### config.mk
export PLATFORM = sky130hd
export DESIGN_NAME = crs_rem
export DESIGN_NICKNAME = d
export VERILOG_FILES = /design/src/design/crs_pkg.sv /design/src/design/crs_rem.sv
export SDC_FILE = /design/constraint.sdc
export NUM_CORES = 1
export LEC_CHECK = 0
export BUFFER_PORTS_ARGS = -buffer_cell sky130_fd_sc_hd__buf_2
export CORE_MARGIN = 4
export CORE_UTILIZATION = 51
export CTS_CLUSTER_SIZE = 12
export DETAILED_ROUTE_END_ITERATION = 8
export MAX_ROUTING_LAYER = met4
export PLACE_DENSITY = 0.89
export RECOVER_POWER = 25
export SYNTH_ARGS = -nofsm -noshare
export SYNTH_HDL_FRONTEND = slang
export SYNTH_SLANG_ARGS = --single-unit
### constraint.sdc
create_clock -name clk -period 2.1 [get_ports clk]
set_input_delay 0.105 -clock clk [delete_from_list [all_inputs] [get_ports clk]]
set_output_delay 0.105 -clock clk [all_outputs]
set_load 0.01 [all_outputs]
### src/design/crs_pkg.sv
// ----------------------------------------------------------------------------
// crs_pkg
// Shared widths, operation and status codes, and register indexes for the
// chunk receipt scoreboard.
// ----------------------------------------------------------------------------
package crs_pkg;

	localparam int OP_W       = 2;
	localparam int CN_W       = 12;
	localparam int CNT_W      = 13;
	localparam int BYTE_W     = 29;
	localparam int STAT_W     = 2;
	localparam int CFG_IDX_W  = 1;
	localparam int CFG_DATA_W = 29;

	localparam int MAX_CHUNKS_DEF  = 4096;
	localparam int CHUNK_BYTES_DEF = 65536;

	localparam logic [OP_W-1:0] OP_QUERY = 2'd0;
	localparam logic [OP_W-1:0] OP_MARK  = 2'd1;
	localparam logic [OP_W-1:0] OP_CLEAR = 2'd2;
	localparam logic [OP_W-1:0] OP_FILL  = 2'd3;

	localparam logic [STAT_W-1:0] STAT_DONE  = 2'd0;
	localparam logic [STAT_W-1:0] STAT_DUP   = 2'd1;
	localparam logic [STAT_W-1:0] STAT_RANGE = 2'd2;

	localparam logic [CFG_IDX_W-1:0] REG_CHUNK_TOTAL = 1'd0;
	localparam logic [CFG_IDX_W-1:0] REG_FILE_BYTES  = 1'd1;

	localparam logic [BYTE_W-1:0] BYTE_MAX = '1;

endpackage

### src/design/crs_rem.sv
// ----------------------------------------------------------------------------
// crs_rem
// Last chunk length: file size modulo the chunk size, or a full chunk when
// the remainder is zero. Reciprocal multiplication in order: quotient
// estimate, remainder estimate, then one correcting subtraction.
// ----------------------------------------------------------------------------
module crs_rem #(
	parameter int DIVISOR = crs_pkg::CHUNK_BYTES_DEF,
	localparam int LEN_W = $clog2(DIVISOR + 1)
) (
	input  logic                      clk,
	input  logic                      arst_n,
	input  logic                      start,
	input  logic [crs_pkg::BYTE_W-1:0] dividend,
	output logic                      busy,
	output logic [LEN_W-1:0]          len
);
	import crs_pkg::*;

	localparam int SH  = BYTE_W + LEN_W;
	localparam int MW  = BYTE_W + 2;
	localparam int PRW = BYTE_W + MW;
	localparam int QDW = BYTE_W + LEN_W;
	localparam longint unsigned RECIP = (64'd1 << SH) / 64'(DIVISOR);
	localparam logic [MW-1:0] MV = MW'(RECIP);
	localparam logic [LEN_W:0] DV = (LEN_W + 1)'(DIVISOR);

	logic              busy_q;
	logic [1:0]        cnt_q;
	logic [LEN_W-1:0]  len_q;
	logic [BYTE_W-1:0] div_q;
	logic [BYTE_W-1:0] quo_q;
	logic [LEN_W:0]    rem_q;
	logic [PRW-1:0]    prod;
	logic [QDW-1:0]    qd;
	logic [BYTE_W-1:0] rem_full;
	logic [LEN_W:0]    rem_fix;

	// quotient estimate is low by at most one, so the remainder is below 2*DIVISOR
	assign prod     = PRW'(div_q) * PRW'(MV);
	assign qd       = QDW'(quo_q) * QDW'(DIVISOR);
	assign rem_full = div_q - qd[BYTE_W-1:0];
	assign rem_fix  = (rem_q >= DV) ? rem_q - DV : rem_q;

	always_ff @(posedge clk or negedge arst_n) begin
		if (!arst_n) begin
			busy_q <= 1'b0;
			cnt_q  <= '0;
			len_q  <= LEN_W'(DIVISOR);
		end else if (start) begin
			busy_q <= 1'b1;
			cnt_q  <= 2'd2;
		end else if (busy_q) begin
			cnt_q <= cnt_q - 2'd1;
			if (cnt_q == 2'd0) begin
				busy_q <= 1'b0;
				len_q  <= (rem_fix == '0) ? LEN_W'(DIVISOR) : rem_fix[LEN_W-1:0];
			end
		end
	end

	always_ff @(posedge clk) begin
		if (start) begin
			div_q <= dividend;
		end else if (busy_q) begin
			quo_q <= BYTE_W'(prod >> SH);
			rem_q <= (LEN_W + 1)'(rem_full);
		end
	end

	assign busy = busy_q;
	assign len  = len_q;
endmodule

==> results of run 1 <==
## routing by layer
layer	vias up	GRT usage	routed length (µm)	share of wire
met4	0	0.100	97	0.028
met1	536	0.186	1430	0.42
met2	36	0.244	1730	0.50
met3	10	0.0440	169	0.049
li1	514	-	-	-
met5	-	-	0	0
## power by group
part           switching [mW]  internal, mW  leakage [nW]
sequential              0.145          1.53         0.603
combinational           0.343         0.381         0.402
clock                   0.392         0.455        0.0872
## synth_stat cells (all sizes together)
cell    instances  area [µm²]
mux2           16         180
nand3b          1        20.0
buf             1        5.00
or4             1        7.51
nand2           1        3.75
dfrtp          19         475
edfxtp         38        1140
o21ai           2        10.0
nor4            3        18.8
nand4           1        6.26
xnor2           3        26.3
nor2            2        7.51
a21o            1        7.51
nand2b          1        6.26
inv             5        18.8
ha              2        25.0
nor2b           2        12.5
mux2i           1        10.0
dfstp           1        26.3
## final timing paths
path,start,endpoint,slack [ns],depth (start not counted)
max in group asynchronous,arst_n,len[16],1.48,2
max,start,len[1],0.42,4
max reg2reg,cnt_q[0],len[16],0.57,5
min in group clk,div_q[4],rem_q[4],0.42,0
min,arst_n,len[2],0.27,2
min reg2reg,div_q[4],rem_q[4],0.42,0
## through the flow
stage / util / setup slack, ns / hold slack [ns] / power, mW
3_5_place_dp: 0.608 / 0.568 / 0.104 / 2.41
3_3_place_gp: 0.608 / 0.633 / 0.0696 / 2.35
2_1_floorplan: - / 0.213 / -0.191 / 2.08
6_report: 0.702 / 0.420 / 0.273 / 3.25
4_1_cts: 0.703 / 0.578 / 0.248 / 3.28
5_1_grt: 0.702 / 0.277 / 0.321 / 3.44
## critical path, delay by kind of cell
family / cells / cell delay, ns
buffers and inverters: 2 / 1.02
muxes: 1 / 0.35
and+or+nand+nor: 1 / 0.41
## logic make-up after synthesis
kind of cell	count (synthesis)	synth area share
compound gates	3	0.00872
xor+xnor	3	0.0131
fa+ha+maj	2	0.0125
buf+inv	6	0.0118
flops	58	0.818
mux	17	0.0947
simple gates	12	0.0411
## registers in the layout, summed over array words and instances (netlist names)
signal	count
div_q	18
rem_q	18
cnt_q	2
len	17
busy	1
quo_q	2
## layout make-up
class	count	area (µm²)	share of cell area
Sequential cell	58	1640	0.625
Tap cell	48	60.1	0.0228
Multi-Input combinational cell	37	342	0.130
Clock inverter	3	15.0	0.00571
Clock buffer	13	149	0.0566
Timing Repair Buffer	60	402	0.153
Inverter	5	18.8	0.00714
==> results.py, run 1 <==
metrics = {
    "outcome": {
        "status": "complete, no violations",
    },
    "detailed_routing": {
        "vias_per_cell": 4.89,
        "routedWlPerCell_um": 15.3,
        "final_antenna_net_count": 0,
        "first_pass_iters": 4,
        "vias": 1096,
        "postRouteWirelength_um": 3430,
        "drc": 0,
        "first_iter_violations": 28,
    },
    "yosys": {
        "ys.warnings.count": 0,
        "synth_seq_cells": 58,
        "netlist_area_um2": 2010,
        "syn_inst": 101,
        "ys_seq_area_frac": 0.818,
        "avgSynthCellArea_um2": 19.9,
        "syn_nets": 135,
        "ys_types": 20,
    },
    "cells_and_area": {
        "layout-drive-gt1-share": 0.403,
        "diodes": 0,
        "final_cells": 224,
        "final_area_um2": 2630,
        "nNetsFinal": 205,
        "final_common_cell": "edfxtp_1",
        "area_growth_syn_to_layout_pct": 30.9,
        "nFillCells": 241,
        "layout_common_cells": "38 x edfxtp_1, 37 x buf_2, 19 x dfrtp_1, 19 x dlygate4sd3_1, 16 x mux2_2",
    },
    "global_routing": {
        "grt_start_max_net_pins": 24,
        "antenna_found_initial": 0,
        "grt_pass1_wl_um": 5650,
        "grt_overflow": 0,
        "grt_pass1_vias": 1187,
        "track_usage": 0.160,
    },
    "setup_path": {
        "start_kind": "input port",
        "slowest_delay_ns": 0.81,
        "worstPathArrival_ns": 1.89,
        "slowest_stage": "clkbuf_1",
        "crit_type": "input port to flip-flop",
        "cp-end-kind": "flip-flop",
        "cp_max_fo": 23,
        "critPathRequiredTime_ns": 2.31,
        "cp_cell_sequence": "clkbuf_1 > nand3b_4 > buf_4 > mux2_2",
    },
    "flow_run": {
        "drv_cap": 0,
    },
    "sta": {
        "worst_slew_pin_slew_ns": 1.12,
        "finalHoldViolCount": 0,
        "tns_ns": 0,
        "fin_crit_sh": 0.800,
        "finalClockSkew_ns": 0.00753,
        "max_clock_freq_ghz": 0.595,
        "maxSlewViolCount": 0,
        "slew_headroom": 0.252,
        "setup_viol": 0,
        "rsz0062_at_grt": "no",
        "min_period_ns": 1.68,
    },
    "placed_design": {
        "gp_congestion": 0.731,
        "place_area_um2": 2280,
        "dp.cells": 189,
        "io_buffers": 38,
        "dp_hpwl_um": 2080,
    },
    "worst_hold_path": {
        "hold_class": "input port to async pin",
    },
    "clocking": {
        "htreeDepth": 3,
        "cts_resized": 0,
        "cts.sinks": 58,
        "cts_tree": "yes",
        "root_buffer": "clkbuf_8",
        "clk_path_buf_depth": 2,
        "post_cts_buffers": 0,
        "cts.clk_slew.worst_paths_ns": 0.06,
        "cts_hold_buffers": 19,
        "insertion_delay_ns": 0.32,
        "numCtsBuffers": 9,
    },
    "floorplan": {
        "die_h_um": 70.8,
        "die_area_um2": 5010,
        "initial_core_util": 0.536,
        "fp-row-count": 22,
        "io_pins": 50,
        "die_width_um": 70.8,
        "core_area_um2": 3740,
    },
    "power_and_ir_drop": {
        "power-per-cell-area_nw_per_um2": 1240,
        "irDropWorstVdd_mv": 0.947,
        "power_leakage_nw": 1.09,
    },
}
Note: power is estimated with default switching activity, not from simulation.
==> run 2, diff against run 1 <==
Clock period 2.1 ns to 1.65 ns, I/O delays scaled along.
==> run 2 against run 1 <==
Worst setup slack worse by 0.26 ns. Total power increased by 33%. First-iteration DRC count increased to 2.7 times the previous value. Die area unchanged. Global-route usage grew 1.2 points. Sequential share of layout area shrank 0.85 points. Core utilization up 0.97 points. Via count increased by 1.6%. Sequential power rose by 28%. Hold slack got worse by 0.082 ns.
==> results.py, run 2 (same netlist as run 1, synthesis figures left out) <==
metrics = {
    "global_routing": {
        "use_met1": 0.181,
        "antenna_found_initial": 0,
        "grt_pass1_vias": 1221,
        "grt_overflow": 0,
        "gr-usage-met2": 0.289,
        "track_usage": 0.172,
        "grt_start_max_net_pins": 21,
        "grtUsageMet3": 0.0540,
        "grt_pass1_wl_um": 6060,
        "top_usage_layer": "met2",
    },
    "sta": {
        "rsz0062_at_grt": "no",
        "slew_headroom": 0.263,
        "tns_ns": 0,
        "finalClockSkew_ns": 0.0108,
        "finalHoldViolCount": 0,
        "hold_slack_ns": 0.190,
        "maxSlewViolCount": 0,
        "fin_crit_sh": 0.904,
        "min_period_ns": 1.49,
        "max_clock_freq_ghz": 0.670,
        "worst_slew_pin_slew_ns": 1.11,
        "layout_setup_ws_ns": 0.158,
        "setup_viol": 0,
    },
    "placed_design": {
        "place_area_um2": 2290,
        "io_buffers": 38,
        "dp.cells": 191,
        "dp_slack_ns": 0.175,
        "gp_congestion": 0.733,
        "dp_hpwl_um": 2230,
    },
    "cells_and_area": {
        "final_common_cell": "edfxtp_1",
        "final_cells": 226,
        "nFillCells": 246,
        "regArea_um2": 1640,
        "layout_common_cells": "38 x edfxtp_1, 36 x buf_2, 19 x dfrtp_1, 19 x dlygate4sd3_1, 16 x mux2_2",
        "multi_input_area_um2": 344,
        "layout-drive-gt1-share": 0.399,
        "diodes": 0,
        "nNetsFinal": 207,
        "area_growth_syn_to_layout_pct": 32.7,
        "final_area_um2": 2670,
    },
    "setup_path": {
        "cp-end-kind": "flip-flop",
        "worstPathArrival_ns": 1.74,
        "reg2reg_slack_ns": 0.16,
        "cp_max_fo": 7,
        "cpLargestDelayFamily": "simple AND/OR/NAND/NOR gates",
        "crit_type": "flip-flop to flip-flop",
        "path_buf_inv": 1,
        "timing.rr.start": "cnt_q[0]",
        "start_kind": "flip-flop",
        "slowest_delay_ns": 0.43,
        "critPathRequiredTime_ns": 1.89,
        "rr_endpoint": "len[16]",
        "cp_cell_sequence": "inv_1 > ha_1 > nand3b_4 > or4_1 > o21ai_1",
        "slowest_stage": "or4_1",
        "worst_r2r_path_depth": 5,
    },
    "floorplan": {
        "die_area_um2": 5010,
        "die_width_um": 70.8,
        "fp-row-count": 22,
        "die_h_um": 70.8,
        "core_area_um2": 3740,
        "io_pins": 50,
        "initial_core_util": 0.536,
    },
    "worst_hold_path": {
        "min-delay-start": "start",
        "hold_class": "input port to flip-flop",
        "whs_path_depth": 1,
        "min_to": "div_q[8]",
    },
    "clocking": {
        "numCtsBuffers": 9,
        "htreeDepth": 3,
        "post_cts_buffers": 0,
        "root_buffer": "clkbuf_8",
        "cts_tree": "yes",
        "cts.clk_slew.worst_paths_ns": 0.06,
        "cts.sinks": 58,
        "cts_resized": 0,
        "clk_path_buf_depth": 2,
        "insertion_delay_ns": 0.32,
    },
    "power_and_ir_drop": {
        "power_leakage_nw": 1.11,
        "irDropWorstVdd_mv": 0.822,
        "power-per-cell-area_nw_per_um2": 1620,
    },
    "detailed_routing": {
        "first_pass_iters": 4,
        "vias": 1114,
        "first_iter_violations": 76,
        "vias_per_cell": 4.93,
        "postRouteWirelength_um": 3680,
        "final_antenna_net_count": 0,
        "drc": 0,
        "routedWlPerCell_um": 16.3,
    },
    "flow_run": {
        "drv_cap": 0,
    },
    "outcome": {
        "status": "complete, no violations",
    },
}
## run 2: cell count changes in the layout (fill, tap and decap cells not counted), sizes merged
cell / previous run / this run
clkbuf: 14 / 15
bufinv: 0 / 1
## run 2: power by group
| group | switching [mW] | internal (mW) | total [mW] |
|---|---|---|---|
| combinational | 0.450 | 0.491 | 0.940 |
| clock | 0.490 | 0.726 | 1.22 |
| sequential | 0.198 | 1.95 | 2.15 |
| total | 1.14 | 3.17 | 4.31 |
## run 2: metrics by stage
stage	util	total power [mW]
global placement	0.613	3.00
finish	0.712	4.31
CTS	0.714	4.31
global route	0.712	4.54
detailed placement	0.613	3.07
floorplan	-	2.65
## run 2: layout make-up
cell class | instances | area share
Multi-Input combinational cell | 37 | 0.129
Inverter | 5 | 0.00704
Tap cell | 48 | 0.0225
Clock buffer | 12 | 0.0545
Sequential cell | 58 | 0.616
Timing Repair Buffer | 62 | 0.154
Clock inverter | 4 | 0.0160
## run 2: worst register-to-register path: stages (launching register included)
cell and delay (ns):
dfrtp_1 0.40, inv_1 0.07, ha_1 0.21, nand3b_4 0.15
or4_1 0.43, o21ai_1 0.16
## run 2: how the worst max path moves through the flow
stage | start | to | slack [ns] | depth (start not counted)
floorplan | busy | quo_q[0] | 0.12 | 1
global placement | cnt_q[0] | len[16] | 0.25 | 5
detailed placement | cnt_q[0] | len[16] | 0.17 | 5
CTS | cnt_q[0] | len[16] | 0.17 | 5
global route | cnt_q[0] | len[16] | 0.11 | 5
finish | cnt_q[0] | len[16] | 0.16 | 5
## run 2: routing by layer
layer / up-vias / share of wire
met3: 10 / 0.054
met2: 36 / 0.53
met5: - / 0
met4: 0 / 0.021
li1: 520 / -
met1: 548 / 0.39
## run 2: what timing repair did
action,4_1_cts,5_1_grt
endpoints found under the hold margin,37,0
hold buffers,19,0
setup endpoints to repair,0,0
